==> config.mk <==
export PLATFORM = sky130hd
export DESIGN_NAME = scancode_decoder_with_key_fifo
export DESIGN_NICKNAME = d
export VERILOG_FILES = /design/src/hdl/scdec_pkg.sv /design/src/hdl/scdec_dp.sv /design/src/hdl/scdec_ctrl.sv /design/src/hdl/scancode_decoder_with_key_fifo.sv
export SDC_FILE = /design/constraint.sdc
export NUM_CORES = 1
export LEC_CHECK = 0
export BUFFER_PORTS_ARGS = -buffer_cell sky130_fd_sc_hd__buf_2
export CAP_MARGIN = 30
export CORE_ASPECT_RATIO = 1.25
export CORE_MARGIN = 2
export CORE_UTILIZATION = 53
export CTS_CLUSTER_SIZE = 16
export DETAILED_ROUTE_END_ITERATION = 7
export PLACE_DENSITY = 0.7
export SYNTH_ARGS = -nofsm -noshare
export SYNTH_HDL_FRONTEND = slang
export SYNTH_SLANG_ARGS = --single-unit
==> constraint.sdc <==
create_clock -name clk -period 5.7 [get_ports clk]
set_input_delay 0 -clock clk [delete_from_list [all_inputs] [get_ports clk]]
set_output_delay 0 -clock clk [all_outputs]
set_load 0.01 [all_outputs]
==> src/hdl/scdec_pkg.sv <==
// Shared types, constants and the set 1 make code table for the scan code decoder.
`default_nettype none

package scdec_pkg;

  localparam int unsigned SCDEC_QUEUE_DEPTH = 64;

  localparam logic [7:0] PREFIX_EXT = 8'hE0;
  localparam logic [7:0] BREAK_BIT  = 8'h80;

  localparam logic OP_SCAN = 1'b0;
  localparam logic OP_POP  = 1'b1;

  localparam int unsigned LEVEL_W = 6;

  typedef enum logic [0:0] {
    ST_IDLE,
    ST_READ
  } scdec_state_t;

  // controller -> datapath
  typedef struct packed {
    logic accept;   // take the item on the input port this cycle
    logic capture;  // load the read data of a pop into the result
  } scdec_cmd_t;

  // datapath -> controller
  typedef struct packed {
    logic pop_hit;  // item on the input port is a pop and the queue holds something
  } scdec_stat_t;

  // Set 1 make code to ASCII; letters upper case, zero for unmapped codes.
  function automatic logic [6:0] decode_make(input logic [7:0] code);
    logic [6:0] ch;
    unique case (code)
      8'h02: ch = 7'h31;
      8'h03: ch = 7'h32;
      8'h04: ch = 7'h33;
      8'h05: ch = 7'h34;
      8'h06: ch = 7'h35;
      8'h07: ch = 7'h36;
      8'h08: ch = 7'h37;
      8'h09: ch = 7'h38;
      8'h0A: ch = 7'h39;
      8'h0B: ch = 7'h30;
      8'h0C: ch = 7'h2D;
      8'h0E: ch = 7'h08;
      8'h10: ch = 7'h51;
      8'h11: ch = 7'h57;
      8'h12: ch = 7'h45;
      8'h13: ch = 7'h52;
      8'h14: ch = 7'h54;
      8'h15: ch = 7'h59;
      8'h16: ch = 7'h55;
      8'h17: ch = 7'h49;
      8'h18: ch = 7'h4F;
      8'h19: ch = 7'h50;
      8'h1C: ch = 7'h0A;
      8'h1E: ch = 7'h41;
      8'h1F: ch = 7'h53;
      8'h20: ch = 7'h44;
      8'h21: ch = 7'h46;
      8'h22: ch = 7'h47;
      8'h23: ch = 7'h48;
      8'h24: ch = 7'h4A;
      8'h25: ch = 7'h4B;
      8'h26: ch = 7'h4C;
      8'h2C: ch = 7'h5A;
      8'h2D: ch = 7'h58;
      8'h2E: ch = 7'h43;
      8'h2F: ch = 7'h56;
      8'h30: ch = 7'h42;
      8'h31: ch = 7'h4E;
      8'h32: ch = 7'h4D;
      8'h39: ch = 7'h20;
      default: ch = 7'h00;
    endcase
    return ch;
  endfunction

endpackage

`default_nettype wire

==> src/hdl/scdec_dp.sv <==
// Datapath: prefix flag, character queue with pointers, and the result register.
`default_nettype none

module scdec_dp
  import scdec_pkg::*;
#(
  parameter int unsigned QUEUE_DEPTH = SCDEC_QUEUE_DEPTH
) (
  input  wire logic         clk,
  input  wire logic         rst_n,
  input  wire scdec_cmd_t   cmd,
  output scdec_stat_t       stat,
  input  wire logic         opcode,
  input  wire logic [7:0]   scan_byte,
  output logic [6:0]        key_char,
  output logic              key_valid,
  output logic              dropped,
  output logic [LEVEL_W-1:0] queue_level
);

  localparam int unsigned PTR_W = $clog2(QUEUE_DEPTH);
  localparam int unsigned EXT_W = (PTR_W > LEVEL_W) ? PTR_W : LEVEL_W;
  localparam logic [PTR_W-1:0] LAST_SLOT = PTR_W'(QUEUE_DEPTH - 1);
  localparam logic [PTR_W:0]   DEPTH_X   = (PTR_W + 1)'(QUEUE_DEPTH);

  logic [6:0] mem [QUEUE_DEPTH];

  logic             ext_r, ext_nxt;
  logic [PTR_W-1:0] wptr_r, wptr_nxt;
  logic [PTR_W-1:0] rptr_r, rptr_nxt;
  logic [6:0]       rd_data_r;
  logic [6:0]       char_r;
  logic             valid_r;
  logic             drop_r;
  logic [LEVEL_W-1:0] level_r;

  logic             empty;
  logic             pop_hit;
  logic [6:0]       dec_ch;
  logic             push_try;
  logic             full;
  logic             do_push;
  logic             lost;
  logic [PTR_W-1:0] wptr_inc;
  logic [PTR_W-1:0] rptr_inc;
  logic [PTR_W:0]   diff;
  logic [EXT_W-1:0] level_ext;

  assign empty    = (wptr_r == rptr_r);
  assign pop_hit  = (opcode == OP_POP) && !empty;
  assign stat.pop_hit = pop_hit;

  assign wptr_inc = (wptr_r == LAST_SLOT) ? '0 : wptr_r + 1'b1;
  assign rptr_inc = (rptr_r == LAST_SLOT) ? '0 : rptr_r + 1'b1;
  assign full     = (wptr_inc == rptr_r);
  assign dec_ch   = decode_make(scan_byte);

  always_comb begin
    ext_nxt  = ext_r;
    push_try = 1'b0;
    if (opcode == OP_SCAN) begin
      priority if (scan_byte == PREFIX_EXT) begin
        ext_nxt = 1'b1;
      end else if (ext_r) begin
        ext_nxt = 1'b0;
      end else if ((scan_byte & BREAK_BIT) == '0) begin
        push_try = (dec_ch != '0);
      end else begin
        push_try = 1'b0;  // break code, ignored
      end
    end
  end

  assign do_push  = push_try && !full;
  assign lost     = push_try && full;
  assign wptr_nxt = do_push ? wptr_inc : wptr_r;
  assign rptr_nxt = pop_hit ? rptr_inc : rptr_r;

  // occupancy after this item, modulo the queue depth
  always_comb begin
    diff = {1'b0, wptr_nxt} - {1'b0, rptr_nxt};
    if (wptr_nxt < rptr_nxt) begin
      diff = diff + DEPTH_X;
    end
    level_ext = EXT_W'(diff[PTR_W-1:0]);
  end

  always_ff @(posedge clk) begin
    if (!rst_n) begin
      ext_r  <= 1'b0;
      wptr_r <= '0;
      rptr_r <= '0;
    end else if (cmd.accept) begin
      ext_r  <= ext_nxt;
      wptr_r <= wptr_nxt;
      rptr_r <= rptr_nxt;
    end
  end

  always_ff @(posedge clk) begin
    if (cmd.accept && do_push) begin
      mem[wptr_r] <= dec_ch;
    end
    if (cmd.accept) begin
      rd_data_r <= mem[rptr_r];
    end
  end

  always_ff @(posedge clk) begin
    if (cmd.accept) begin
      char_r  <= '0;
      valid_r <= pop_hit;
      drop_r  <= lost;
      level_r <= level_ext[LEVEL_W-1:0];
    end else if (cmd.capture) begin
      char_r  <= rd_data_r;
    end
  end

  assign key_char    = char_r;
  assign key_valid   = valid_r;
  assign dropped     = drop_r;
  assign queue_level = level_r;

endmodule

`default_nettype wire

==> src/hdl/scdec_ctrl.sv <==
// Controller: input/output handshakes and the pop read sequencing.
`default_nettype none

module scdec_ctrl
  import scdec_pkg::*;
(
  input  wire logic        clk,
  input  wire logic        rst_n,
  input  wire logic        in_tvalid,
  output logic             in_tready,
  output logic             out_tvalid,
  input  wire logic        out_tready,
  input  wire scdec_stat_t stat,
  output scdec_cmd_t       cmd
);

  scdec_state_t state_r, state_nxt;
  logic         ovalid_r, ovalid_nxt;
  logic         slot_free;
  logic         acc;

  assign slot_free = !ovalid_r || out_tready;
  assign in_tready = (state_r == ST_IDLE) && slot_free;
  assign acc       = in_tvalid && in_tready;

  always_comb begin
    state_nxt   = state_r;
    ovalid_nxt  = ovalid_r;
    cmd.accept  = 1'b0;
    cmd.capture = 1'b0;
    unique case (state_r)
      ST_IDLE: begin
        if (out_tready) begin
          ovalid_nxt = 1'b0;
        end
        if (acc) begin
          cmd.accept = 1'b1;
          if (stat.pop_hit) begin
            state_nxt  = ST_READ;
            ovalid_nxt = 1'b0;
          end else begin
            ovalid_nxt = 1'b1;
          end
        end
      end
      ST_READ: begin
        cmd.capture = 1'b1;
        ovalid_nxt  = 1'b1;
        state_nxt   = ST_IDLE;
      end
      default: begin
        state_nxt = ST_IDLE;
      end
    endcase
  end

  always_ff @(posedge clk) begin
    if (!rst_n) begin
      state_r  <= ST_IDLE;
      ovalid_r <= 1'b0;
    end else begin
      state_r  <= state_nxt;
      ovalid_r <= ovalid_nxt;
    end
  end

  assign out_tvalid = ovalid_r;

endmodule

`default_nettype wire

==> src/hdl/scancode_decoder_with_key_fifo.sv <==
// Top level: PS/2 set 1 scan code decoder feeding a character queue.
//
//  Channel  Dir  Ports                      Payload
//  in_      in   tvalid tready tdata tuser  tdata[7:0] scan_byte, tuser[0] opcode
//  out_     out  tvalid tready tdata tuser  tdata key_char/dropped/queue_level,
//                                           tuser[0] key_valid
//
//  Scan byte items and pops on an empty queue show their result the cycle
//  after acceptance. A pop that hits passes through ST_READ first, for the
//  registered read of the character memory.
//  Reset (rst_n low, synchronous) clears the prefix flag and both pointers;
//  the memory contents are left alone.
//  A new item is taken while a result waits only if out_tready is high that
//  cycle; otherwise in_tready stays low until the result is taken.
`default_nettype none

module scancode_decoder_with_key_fifo
  import scdec_pkg::*;
#(
  parameter int unsigned QUEUE_DEPTH = SCDEC_QUEUE_DEPTH
) (
  input  wire logic        clk,
  input  wire logic        rst_n,
  input  wire logic        in_tvalid,
  output logic             in_tready,
  input  wire logic [7:0]  in_tdata,   // [7:0] scan_byte
  input  wire logic        in_tuser,   // [0] opcode (0 scan byte, 1 pop)
  output logic             out_tvalid,
  input  wire logic        out_tready,
  output logic [15:0]      out_tdata,  // [6:0] key_char, [7] dropped,
                                       // [13:8] queue_level, [15:14] zero
  output logic             out_tuser   // [0] key_valid
);

  scdec_cmd_t  cmd;
  scdec_stat_t stat;

  logic [6:0]         key_char;
  logic               key_valid;
  logic               dropped;
  logic [LEVEL_W-1:0] queue_level;

  scdec_ctrl u_ctrl (
    .clk        (clk),
    .rst_n      (rst_n),
    .in_tvalid  (in_tvalid),
    .in_tready  (in_tready),
    .out_tvalid (out_tvalid),
    .out_tready (out_tready),
    .stat       (stat),
    .cmd        (cmd)
  );

  scdec_dp #(
    .QUEUE_DEPTH (QUEUE_DEPTH)
  ) u_dp (
    .clk         (clk),
    .rst_n       (rst_n),
    .cmd         (cmd),
    .stat        (stat),
    .opcode      (in_tuser),
    .scan_byte   (in_tdata),
    .key_char    (key_char),
    .key_valid   (key_valid),
    .dropped     (dropped),
    .queue_level (queue_level)
  );

  // pack the result item; the top two bits pad to whole bytes
  assign out_tdata = {2'b00, queue_level, dropped, key_char};
  assign out_tuser = key_valid;

endmodule

`default_nettype wire

Word level (Yosys, flattened, before mapping) --
Memory sizes are Yosys's and may differ from the RTL's. A register that Yosys moved wholly into a read port is not among the register bits. Index checks and enable logic that the tools add are counted.
Storage, ports and cells: bits in writable memories 448, word-level logic and storage cells 61, flip-flop bits (word level) 30, bits in read-only memories 448, input port bits 13, memories 2, output and inout port bits 19
Cells by class: bitwise gates (word level) 2, reductions and logical operators 14, $lt $le $gt $ge 1, eq/ne operators 6, add/subtract/negate cells 4, mux-type cells 23
Memory list:
- (no name shown) | depth 64, bits a word 7, rd ports 1, clocked after memory_dff 0, wr ports 0, RTL line scdec_pkg.sv:35 | unique case (code)
- u_dp.mem | depth 64, bits a word 7, rd ports 1, clocked after memory_dff 1, wr ports 1, RTL line scdec_dp.sv:26 | logic [6:0] mem [QUEUE_DEPTH];
Operators with widths (count):
- $mux 6 | 5
- $add 6x1->6 const B | 3
- $mux 1 | 15
- $eq 6x6->1 | 2
- $eq 6x6->1 const B | 2
- $eq 8x8->1 const B | 1
- $logic_not 8->1 | 1
- $mux 7 | 1
- $reduce_bool 7->1 | 1
- $logic_and 1x1->1 | 6
- $lt 6x6->1 | 1
- $sub 6x6->6 | 1
- $pmux 1 s2 | 2
- $logic_not 1->1 | 3
- $ne 3x2->1 const B | 1
- $logic_not 2->1 | 1
- $not 1->1 | 2
- $reduce_and 2->1 | 1
- $logic_or 1x1->1 | 1

Logic depth before layout (Yosys ltp) --
Gate-level depths: netlist of run 1.
depth after elaboration 12, gate-level depth with buffers 20, mapped depth without buffers 18

By module --
A second synthesis of run 1 with hierarchy kept.
Second synthesis, totals: cells, all modules 1088, area, all modules 20208.1 sq um
By module, submodules not included:
- scdec_dp | area an instance 20075.5 sq um, times used 1, cells each 1074
- scdec_ctrl | area an instance 106.4 sq um, times used 1, cells each 10
- scancode_decoder_with_key_fifo | area an instance 26.3 sq um, times used 1, cells each 4

Worst setup path before layout of run 1 --
OpenSTA, ideal clock, no wires.
path kind in2reg, from input in_tdata[1], to register u_dp.level_r[5] (netlist: u_dp.queue_level[5]), data pin, library setup time 264 ps, stages 18, setup slack 540 ps, arrival time 4897 ps, path buffers 1, cell sequence inv_1 > ha_1 > mux2i_1 > o311a_1 > a311oi_2 > nor4_2 > nor3_1 > buf_2 > mux2i_1 > inv_1 > ha_1 > nor2b_1 > o21ai_0 > a21boi_0 > o21ai_0 > nand2b_1 > xor2_1 > xor2_1
Between the ends: cells in the longest elaborated chain, start to end 12, elaborated cells between the ends (all ways) 14, classes of those cells add/sub (2); order compare (1); eq/ne (1); mux (7); reduce/logical (2); memory (1)
Ends and longest elaborated chain:
- start, declared | RTL line scancode_decoder_with_key_fifo.sv:26 | input wire logic [7:0] in_tdata,
- $mem_v2 64x7 *
- $mux 7 * | RTL line scdec_pkg.sv:35
- named net u_dp.dec_ch[0] | RTL line scdec_dp.sv:39 | logic [6:0] dec_ch;
- $reduce_bool 7->1 * | RTL line scdec_dp.sv:67 | push_try = (dec_ch != '0);
- $mux 1 * | RTL line scdec_dp.sv:66 | end else if ((scan_byte & BREAK_BIT) == '0) begin
- $mux 1 * | RTL line scdec_dp.sv:64 | end else if (ext_r) begin
- $mux 1 * | RTL line scdec_dp.sv:62 | priority if (scan_byte == PREFIX_EXT) begin
- $mux 1 * | RTL line scdec_dp.sv:61 | if (opcode == OP_SCAN) begin
- $logic_and 1x1->1 * | RTL line scdec_dp.sv:74 | assign do_push = push_try && !full;
- $mux 6 * | RTL line scdec_dp.sv:76 | assign wptr_nxt = do_push ? wptr_inc : wptr_r;
- named net u_dp.wptr_nxt[1] | RTL line scdec_dp.sv:29 | logic [PTR_W-1:0] wptr_r, wptr_nxt;
- $sub 6x6->6 | RTL line scdec_dp.sv:81 | diff = {1'b0, wptr_nxt} - {1'b0, rptr_nxt};
- $add 6x1->6 | RTL line scdec_dp.sv:83 | diff = diff + DEPTH_X;
- $mux 6 * | RTL line scdec_dp.sv:82 | if (wptr_nxt < rptr_nxt) begin
- named net u_dp.diff[5] | RTL line scdec_dp.sv:46 | logic [PTR_W:0] diff;
- end signal, assigned | RTL line scdec_dp.sv:114 | level_r <= level_ext[LEVEL_W-1:0];
- end, declared | RTL line scdec_dp.sv:35 | logic [LEVEL_W-1:0] level_r;
The timed path passes the listed nets; every way through them passes the cells marked *. A chain may end at the register's enable or synchronous reset.

Worst setup path in the final report of run 1 --
from register u_dp.wptr_r[0], to memory u_dp.mem[63][6] (enable)
Between the ends: cells in the longest elaborated chain, start to end 8, elaborated cells between the ends (all ways) 9, classes of those cells add/sub (1); eq/ne (2); mux (3); reduce/logical (3)
Ends and longest elaborated chain:
- start, declared | RTL line scdec_dp.sv:29
- start signal, assigned | RTL line scdec_dp.sv:95 | wptr_r <= wptr_nxt;
- $add 6x1->6 / $eq 6x6->1 (equally long branches) | RTL line scdec_dp.sv:53 | assign wptr_inc = (wptr_r == LAST_SLOT) ? '0 : wptr_r + 1'b1;
- $mux 6 | RTL line scdec_dp.sv:53
- $eq 6x6->1 | RTL line scdec_dp.sv:55 | assign full = (wptr_inc == rptr_r);
- $logic_not 1->1 | RTL line scdec_dp.sv:74
- $logic_and 1x1->1 | RTL line scdec_dp.sv:74
- $logic_and 1x1->1 | RTL line scdec_dp.sv:101 | if (cmd.accept && do_push) begin
- $mux 1 | RTL line scdec_dp.sv:101
- $mux 1 (implied by the code) | RTL line scdec_dp.sv:102 | mem[wptr_r] <= dec_ch;
- end, declared | RTL line scdec_dp.sv:26
Parallel ways exist; a longest one is shown, timed or not.

==> key figures, run 1 <==
Clocking
  • CTS tree: yes
  • Skew-Pair Late Insertion Delay: 0.56 ns
  • Clk slew on worst S/H paths: 0.07 ns
  • Setup Fix Bufs, Post-CTS: 0
  • Cell chosen for the clock root: clkbuf_16
  • Clk buf depth: 3
  • CTS Buf Count: 45
  • PostCTS Resize Cnt: 0
  • CTS Hold Buffers Added: 7
  • CTS sink cnt: 485
  • H-tree depth: 2

Detailed routing
  • Per-cell routed wire length: 25.81 um
  • DRC viols: 0
  • TritonRoute pass-1 iters: 5
  • Initial DRC Count: 1008
  • Routed Antenna Nets: 0
  • Via-to-Cell Ratio: 6.216
  • Routed WL: 42.92 mm
  • Vias: between 10000 and 15000

Worst setup path
  • Data required time at the worst endpoint: a little under 6 ns
  • Critical path type: reg2reg
  • Reg2Reg Setup Slack: between 1 and 1.5 ns
  • Slowest CP cell: or4_1
  • Crit path cell chain: ha_1 -> nand2b_1 -> a21o_1 -> a31oi_1 -> nor4b_1 -> and4_1 -> or4_1 -> or3_1 -> nor2_1
  • Worst setup EP type: register
  • Worst Path Arrival: 4.59 ns
  • CP peak stage delay: approximately 0.76 ns
  • CP max FO: 15
  • Startpoint Class: register

Yosys
  • Post-synth EDFFs: 463
  • Register bit total from synthesis: 485
  • Share of the synthesized area in the top cell type: 68.86%
  • Mapped cell area: around 20000 um^2
  • Warnings from Yosys: 0
  • Most used DFF post-synth: edfxtp_1
  • Dominant cell type by area after synthesis: edfxtp_1
  • Post-synth cell types: 62
  • Seq/Total Area, Yosys: 71.04%
  • Syn_area_per_cell: 18.24 um^2
  • Cells after Synth: 1107
  • Top post-synthesis cells by area: edfxtp_1 (69%), mux4_2 (14%), dfxtp_1 (2.2%), mux2i_1 (1.8%), nor2_1 (1.6%)
  • Async S/R FF share, synth: 0%

Place
  • DP HPWL: around 26 mm
  • Port bufs: 29
  • Routability cong.: 0.8718

STA
  • RSZ-0062 raised after global routing: no
  • Skew final: 0.01484 ns
  • Slew HR: 32.87%
  • Final period utilization: between 70% and 80%
  • F_max: between 0.2 and 0.25 GHz
  • Tmin final: between 4 and 5 ns
  • Setup TNS Final: 0 ns
  • Final setup violation count: 0
  • Final Max Tran Viols: 0
  • Final hold slack: between 0.09 and 0.1 ns
  • Hold Fails Final Rpt: 0
  • Worst-Margin Slew: 1.004 ns

Global route
  • First-pass GRT wire length: around 65 mm
  • Overflow after GRT: 0
  • Initial antenna violation count: 0
  • Vias in the first global route: 10443
  • Largest net degree at the start of global routing: 102
  • GRT Total Usage: between 20% and 30%

Hold path
  • Worst min path class: in2reg

Finish
  • Most frequent cells in the layout: edfxtp_1 (463), mux4_2 (127), nor2_1 (86)
  • Total Nets Final: 1176
  • Synthesis-to-finish area growth: 11.44%
  • Antenna cells: 0
  • Commonest non-fill, non-tap cell in the layout: edfxtp_1
  • Layout cells sized above 1: 22.94%

Die
  • Core footprint: 37360 um^2
  • Starting Density: a little over half
  • Die width: approximately 180 um
  • Num rows: 79
  • Die Y: between 200 and 250 um
  • I/O Pins: 32
  • DIE AREA: between 30000 and 40000 um^2

Run
  • Maxcap violations: 0

Power and ir drop
  • Power Density: ~340 nW/um^2
  • Max IR drop VDD: 286.0 uV
  • Leak pwr: 6.745 nW

Status
  • Outcome: finished, final reports clean
==> path summary, 6_finish.rpt <==
path | startpoint | cells after the start | end
setup / recovery | u_dp.wptr_r[0] | 9 | u_dp.mem[63][6]
hold / removal | out_tready | 5 | u_ctrl.state_r
setup reg to reg | u_dp.wptr_r[0] | 9 | u_dp.mem[63][6]
hold reg to reg | u_dp.ext_r | 2 | u_dp.ext_r
==> routing by layer <==
layer | routed length (um) | track usage (%) | up-vias
met1 | 16640 | 29.80 | 5392
met4 | 1225 | 7.081 | 0
met2 | 22540 | 37.90 | 309
met3 | 2510 | 3.645 | 74
li1 | - | - | 4562
met5 | 0 | 0 | -
==> stage by stage <==
step | setup slack (ns) | utilization [%] | std cells | power (mW) | cell area (um^2)
2_1_floorplan | 0.5396 | - | 1108 | 4.393 | 20190
3_3_place_gp | 1.430 | 55.85 | 1575 | 4.551 | 20870
3_5_place_dp | 1.350 | 55.92 | 1576 | 4.561 | 20900
4_1_cts | 1.369 | 60.22 | 1663 | 7.613 | 22500
5_1_grt | 1.062 | 60.22 | 1663 | 7.774 | 22500
6_report | 1.302 | 60.22 | 1663 | 7.565 | 22500
==> sequential cells by signal (all words and copies together), names as in the netlist <==
name,flops
u_dp.wptr_r,6
u_dp.queue_level,6
u_dp.key_char,7
u_ctrl.state_r,1
u_dp.rptr_r,6
u_dp.key_valid,1
u_ctrl.out_tvalid,1
u_dp.mem,448
u_dp.rd_data_r,7
u_dp.dropped,1
u_dp.ext_r,1
==> critical path: cells and delay by family, from the launching register on <==
family,cells,cell delay (ns)
flip-flops,1,0.54
AO/OA/AOI/OAI,2,0.41
AND/OR/NAND/NOR,6,2.62
adder cells (fa/ha/maj),1,0.44
==> layout make-up <==
type | instances | area (um^2)
fillers | 2683 | 14860
clock buffers | 55 | 1291
flip-flops and latches | 485 | 14350
clock inverters | 25 | 244.0
repair buffers | 61 | 435.4
multi-input cells | 531 | 5494
well taps | 486 | 608.1
inverters | 20 | 75.07
==> synthesized netlist by cell type, drive strengths merged, types with 2 or more instances <==
library cell  number
nor3b              3
nor2b              8
xnor2             10
a31oi              7
a22oi              8
a311oi             3
ha                18
nand2b            10
o21ai             29
nor4              13
nand3             18
a32o               2
a21o               3
nor3               8
or4                3
o211ai             2
nand3b             2
inv               18
mux2               5
nor4b              2
a211oi             4
or3                5
buf               32
or2                4
mux4             127
a21oi             26
nor2              88
xor2               5
o31ai              5
clkinv             2
a221oi            10
and2               2
clkbuf            40
a311o              3
nand2             34
dfxtp             22
nand4              9
and3               4
edfxtp           463
mux2i             37
==> report_power, final <==
| group | switching [mW] | internal (mW) |
|---|---|---|
| sequential | 0.0262 | 3.92 |
| combinational | 0.301 | 0.230 |
| clock | 1.29 | 1.80 |
| total | 1.62 | 5.95 |
==> cells by family after synthesis <==
kind of cell             share of synthesized area [%]
AND/OR/NAND/NOR                                  5.193
XOR/XNOR                                        0.6506
other                                          0.01857
flip-flops                                       71.04
AO/OA/AOI/OAI                                    3.613
adder cells (fa/ha/maj)                          1.215
multiplexers                                     16.28
buffers and inverters                            1.989
No activity file was read; power rests on OpenSTA's default activity.
==> run 2, diff against run 1 <==
clock period = 4.22 ns   (was 5.7 ns; I/O delays follow)
==> run 2 against run 1 <==
  * Clock skew fell by 0.00060 ns
  * Routed wire length rose by 1.2%
  * Cell count rose by 3.4%
  * Global-route usage rose by 0.15 points
  * Critical path depth rose by 8
  * Register-to-register slack got worse by 0.99 ns
  * Combinational power rose by 41%
  * Core utilization rose by 0.50 points
  * Clock-buffer cell count fell by 2
  * Power rose by 28%
  * Design area rose by 0.83%
  * Maximum frequency rose by 13%
  * Critical endpoint is now u_dp.queue_level[5]
  * Highest routed layer is now met5
==> key figures, run 2 (synthesized netlist as in run 1, its figures left out) <==
Status
  • Outcome: finished, final reports clean

Clocking
  • Clk buf depth: 3
  • Cell chosen for the clock root: clkbuf_16
  • CTS sink cnt: ~490
  • CTS Buf Count: 44
  • Setup Fix Bufs, Post-CTS: 0
  • Clk slew on worst S/H paths: 0.06 ns
  • CTS tree: yes
  • Skew-Pair Late Insertion Delay: 0.56 ns
  • H-tree depth: 2

Die
  • Num rows: 79
  • Core footprint: 37360 um^2
  • I/O Pins: 32
  • Starting Density: a little over half
  • Die width: 178.6 um
  • Die Y: between 200 and 250 um
  • DIE AREA: 39680 um^2

Finish
  • Area of the multi-input gates: 5512 um^2
  • Commonest non-fill, non-tap cell in the layout: edfxtp_1
  • Synthesis-to-finish area growth: 12.37%
  • Largest register FFs: 448
  • Non-Filler Instances: 1719
  • Antenna cells: 0
  • Core Util, Final: 60.72%
  • Most frequent cells in the layout: edfxtp_1 (463), mux4_2 (127), nor2_1 (86)
  • Number of filler cells placed in the layout: 2725
  • Register area: 14350 um^2
  • Total Nets Final: 1230
  • Layout cells sized above 1: 25.55%
  • Reg with most FFs: u_dp.mem

STA
  • RSZ-0062 raised after global routing: no
  • Tmin final: 3.905 ns
  • F_max: 0.2561 GHz
  • Final setup violation count: 0
  • Final worst slack: ~0.31 ns
  • Slew HR: 35.75%
  • Setup TNS Final: 0 ns
  • Final period utilization: 92.54%
  • Hold Fails Final Rpt: 0
  • Final Max Tran Viols: 0
  • Worst-Margin Slew: 0.9615 ns
  • Skew final: 0.01424 ns

Global route
  • First-pass GRT wire length: 65.69 mm
  • GRT Total Usage: 22.52%
  • Initial antenna violation count: 1
  • Vias in the first global route: 10696
  • Overflow after GRT: 0
  • Largest net degree at the start of global routing: 65

Worst setup path
  • Slowest CP cell: dfxtp_1
  • CP max FO: 12
  • Worst Path Arrival: ~4.2 ns
  • Buf/Inv on CP: 1
  • Crit path cell chain: ha_1 -> nand3_1 -> nor3_1 -> a31oi_1 -> nor4b_1 -> and4_1 -> nor3_2 -> mux2i_2 -> inv_1 -> ha_1 -> nor2b_1 -> o21ai_1 -> a21boi_1 -> o21ai_1 -> nand2b_1 -> xor2_1 -> xor2_1
  • Family with the most delay on the worst path: simple AND/OR/NAND/NOR gates
  • Critical path type: reg2reg
  • Startpoint Class: register
  • Worst setup EP type: register
  • Data required time at the worst endpoint: about 4.5 ns
  • CP peak stage delay: 0.53 ns

Run
  • Maxcap violations: 0

Detailed routing
  • Per-cell routed wire length: 25.27 um
  • TritonRoute pass-1 iters: 6
  • Initial DRC Count: roughly 1200
  • DRC viols: 0
  • Routed WL: 43.43 mm
  • Routed Antenna Nets: 0
  • Via-to-Cell Ratio: between 6 and 7
  • Vias: 10656

Power and ir drop
  • Max IR drop VDD: 448.9 uV
  • Power Density: about 430 nW/um^2
  • Leak pwr: 6.918 nW

Hold path
  • Worst min path class: in2reg

Place
  • DP HPWL: 27.20 mm
  • Placed insts: around 1600
  • Routability cong.: 0.8951
  • Dpl ws: approximately 0.27 ns
  • Port bufs: 29
## run 2: layout make-up
cell class / instances / share of cell area, %
well taps: 486 / 2.680
inverters: 20 / 0.3309
clock buffers: 53 / 5.096
repair buffers: 116 / 3.739
clock inverters: 28 / 0.6011
multi-input cells: 531 / 24.29
flip-flops and latches: 485 / 63.26
## run 2: timing repair
item,in CTS,in global routing
hold buffers,7,0
gates resized for setup,0,0
hold endpoints to repair,8,0
## run 2: per-stage QoR
step | hold slack [ns] | power (mW) | cell area, um^2
2_1_floorplan | 0.1405 | 5.940 | 20230
3_3_place_gp | 0.2668 | 6.161 | 21300
3_5_place_dp | 0.2659 | 6.172 | 21330
4_1_cts | 0.1517 | 9.766 | 22690
5_1_grt | 0.2245 | 9.979 | 22690
6_report | 0.1764 | 9.689 | 22690
## run 2: worst register-to-register path, cell delays in order, from the launching register on
cell and delay, ns:
dfxtp_1 0.53, ha_1 0.36, nand3_1 0.22, nor3_1 0.19, a31oi_1 0.07, nor4b_1 0.31
and4_1 0.34, nor3_2 0.09, mux2i_2 0.25, inv_1 0.08, ha_1 0.26, nor2b_1 0.13
o21ai_1 0.16, a21boi_1 0.11, o21ai_1 0.12, nand2b_1 0.07, xor2_1 0.17, xor2_1 0.18
## run 2: path summary, 6_finish.rpt
check                           slack (ns)  depth (start not counted)                   to      startpoint
worst max-delay path                  0.31                         17  u_dp.queue_level[5]  u_dp.wptr_r[0]
worst min-delay path                  0.18                          5       u_ctrl.state_r      out_tready
worst max register to register        0.31                         17  u_dp.queue_level[5]  u_dp.wptr_r[0]
worst min register to register        0.49                          2           u_dp.ext_r      u_dp.ext_r
## run 2: where the power goes
group / internal [mW] / total [mW] / switching, mW
logic: 0.320 / 0.748 / 0.428
clock network: 1.96 / 3.62 / 1.67
registers: 5.30 / 5.32 / 0.0202
## run 2: layer usage
metal / wire length [um] / vias up / GRT usage (%) / share of wire [%]
met5: 11 / - / 0 / 0.025
met3: 2701 / 86 / 3.285 / 6.2
met1: 16760 / 5512 / 30.31 / 39
met2: 22690 / 399 / 38.32 / 52
met4: 1277 / 2 / 6.714 / 2.9
li1: - / 4657 / - / -
==> run 3, diff against run 2 <==
clock period = 4.29 ns   (was 4.22 ns; I/O delays follow)
==> run 3 against run 2 <==
  * Clock skew rose by 0.0089 ns
  * Largest power group unchanged
  * Critical path type unchanged
  * Largest cell class unchanged
  * Combinational power barely moved
  * Routed wire length rose by 1.7%
  * Sequential power fell by 2%
  * Highest routed layer is now met4
  * Global-route usage rose by 0.58 points
==> key figures, run 3 (synthesized netlist as in run 1, its figures left out) <==
Worst setup path
  • CP max FO: 11
  • Startpoint Class: register
  • Worst setup EP type: register
  • Worst Path Arrival: 4.18 ns
  • Critical path type: reg2reg
  • Data required time at the worst endpoint: around 4.6 ns

Clocking
  • Clk buf depth: 3
  • Clk slew on worst S/H paths: 0.07 ns
  • H-tree depth: 2
  • CTS sink cnt: 485
  • Skew-Pair Late Insertion Delay: 0.58 ns
  • CTS tree: yes
  • CTS Buf Count: 45
  • Cell chosen for the clock root: clkbuf_16

STA
  • Slew HR: 37.34%
  • Hold Fails Final Rpt: 0
  • Setup TNS Final: 0 ns
  • Tmin final: roughly 3.9 ns
  • Final setup violation count: 0
  • Final period utilization: 90.11%
  • Worst-Margin Slew: 0.9400 ns
  • Final Max Tran Viols: 0
  • Final hold slack: around 0.13 ns
  • F_max: 0.2587 GHz
  • Final worst slack: about 0.42 ns
  • Skew final: 0.02317 ns
  • RSZ-0062 raised after global routing: no

Die
  • I/O Pins: 32
  • Starting Density: 54.04%
  • Num rows: 79
  • Die Y: roughly 220 um
  • Die width: 178.6 um
  • Core footprint: 37360 um^2
  • DIE AREA: just under 40000 um^2

Global route
  • GRT Total Usage: 23.09%
  • Overflow after GRT: 0
  • Largest net degree at the start of global routing: 65
  • First-pass GRT wire length: 67.09 mm
  • Initial antenna violation count: 1
  • Vias in the first global route: 10799

Hold path
  • Worst min path class: in2reg

Place
  • Dpl ws: 0.2265 ns
  • Routability cong.: between 0.8 and 0.9
  • Port bufs: 29
  • DP HPWL: roughly 28 mm
  • Cell Area, Placed: 21200 um^2

Finish
  • Reg with most FFs: u_dp.mem
  • Final instance area: 22800 um^2
  • Layout cells sized above 1: approximately a quarter
  • Commonest non-fill, non-tap cell in the layout: edfxtp_1
  • Most frequent cells in the layout: edfxtp_1 (463), mux4_2 (127), nor2_1 (86)
  • Total Nets Final: 1211
  • Largest register FFs: roughly 450
  • Core Util, Final: 61.03%
  • Synthesis-to-finish area growth: 12.94%
  • Number of filler cells placed in the layout: between 2000 and 3000

Detailed routing
  • Initial DRC Count: 1012
  • Routed WL: roughly 44 mm
  • Metal2 WL: 22.84 mm
  • DRC viols: 0
  • Routed wl met3: 2.657 mm
  • DRT met1 WL: 16.91 mm
  • TritonRoute pass-1 iters: 6
  • Uppermost routed layer: met4
  • Per-cell routed wire length: 25.92 um
  • Routed Antenna Nets: 0
  • Via-to-Cell Ratio: 6.212
  • Vias: 10579

Power and ir drop
  • Leak pwr: 6.913 nW
  • Power Density: between 400 and 500 nW/um^2
  • Max IR drop VDD: 420.4 uV

Run
  • Maxcap violations: 0

Status
  • Outcome: finished, final reports clean
run 3: path summary, 6_finish.rpt:
path / slack (ns) / start / end / cells past startpoint
min reg2reg: 0.48 / u_dp.ext_r / u_dp.ext_r / 2
max: 0.42 / u_dp.wptr_r[1] / u_dp.queue_level[5] / 17
min: 0.13 / out_tready / u_ctrl.state_r / 5
max reg2reg: 0.42 / u_dp.wptr_r[1] / u_dp.queue_level[5] / 17
run 3: metal layers:
metal / global-route usage, % / up-vias
met1: 30.25 / 5475
met5: 0 / -
li1: - / 4643
met2: 38.72 / 375
met3: 4.021 / 86
met4: 8.864 / 0
run 3: layout make-up:
class / count / area [um^2] / share of cell area, %
diodes: 1 / 2.502 / 0.01097
clock buffers: 54 / 1181 / 5.180
clock inverters: 30 / 344.1 / 1.509
inverters: 20 / 75.07 / 0.3292
multi-input cells: 531 / 5514 / 24.18
flip-flops and latches: 485 / 14360 / 62.95
well taps: 486 / 608.1 / 2.667
repair buffers: 96 / 723.2 / 3.171
run 3: per-stage QoR:
step                total power [mW]  instances
floorplan                      5.842       1108
global placement               6.066       1609
detailed placement             6.078       1611
CTS                            10.13       1702
global route                   10.36       1703
finish                         10.07       1703
run 3: what timing repair did:
item | 4_1_cts | 5_1_grt
endpoints found under the hold margin | 8 | 0
gates resized for setup | 0 | 3
endpoints found under the setup margin | 0 | 1
setup buffers | 0 | 0
hold buffers | 7 | 0
run 3: power breakdown:
| part | switching (mW) | internal [mW] | leakage (nW) |
|---|---|---|---|
| registers | 0.0175 | 5.21 | 4.21 |
| clock network | 1.74 | 2.35 | 0.738 |
| logic | 0.430 | 0.318 | 1.96 |
run 3: critical path: stages, from the launching register on:
cell	delay, ns
dfxtp_2	0.43
ha_2	0.33
nand3_1	0.20
nor3_1	0.19
a31oi_1	0.06
nor4b_1	0.32
and4_1	0.36
nor3_2	0.09
mux2i_2	0.25
inv_1	0.09
ha_1	0.27
nor2b_1	0.13
o21ai_1	0.15
a21boi_0	0.13
o21ai_0	0.18
nand2b_1	0.09
xor2_1	0.17
xor2_1	0.18
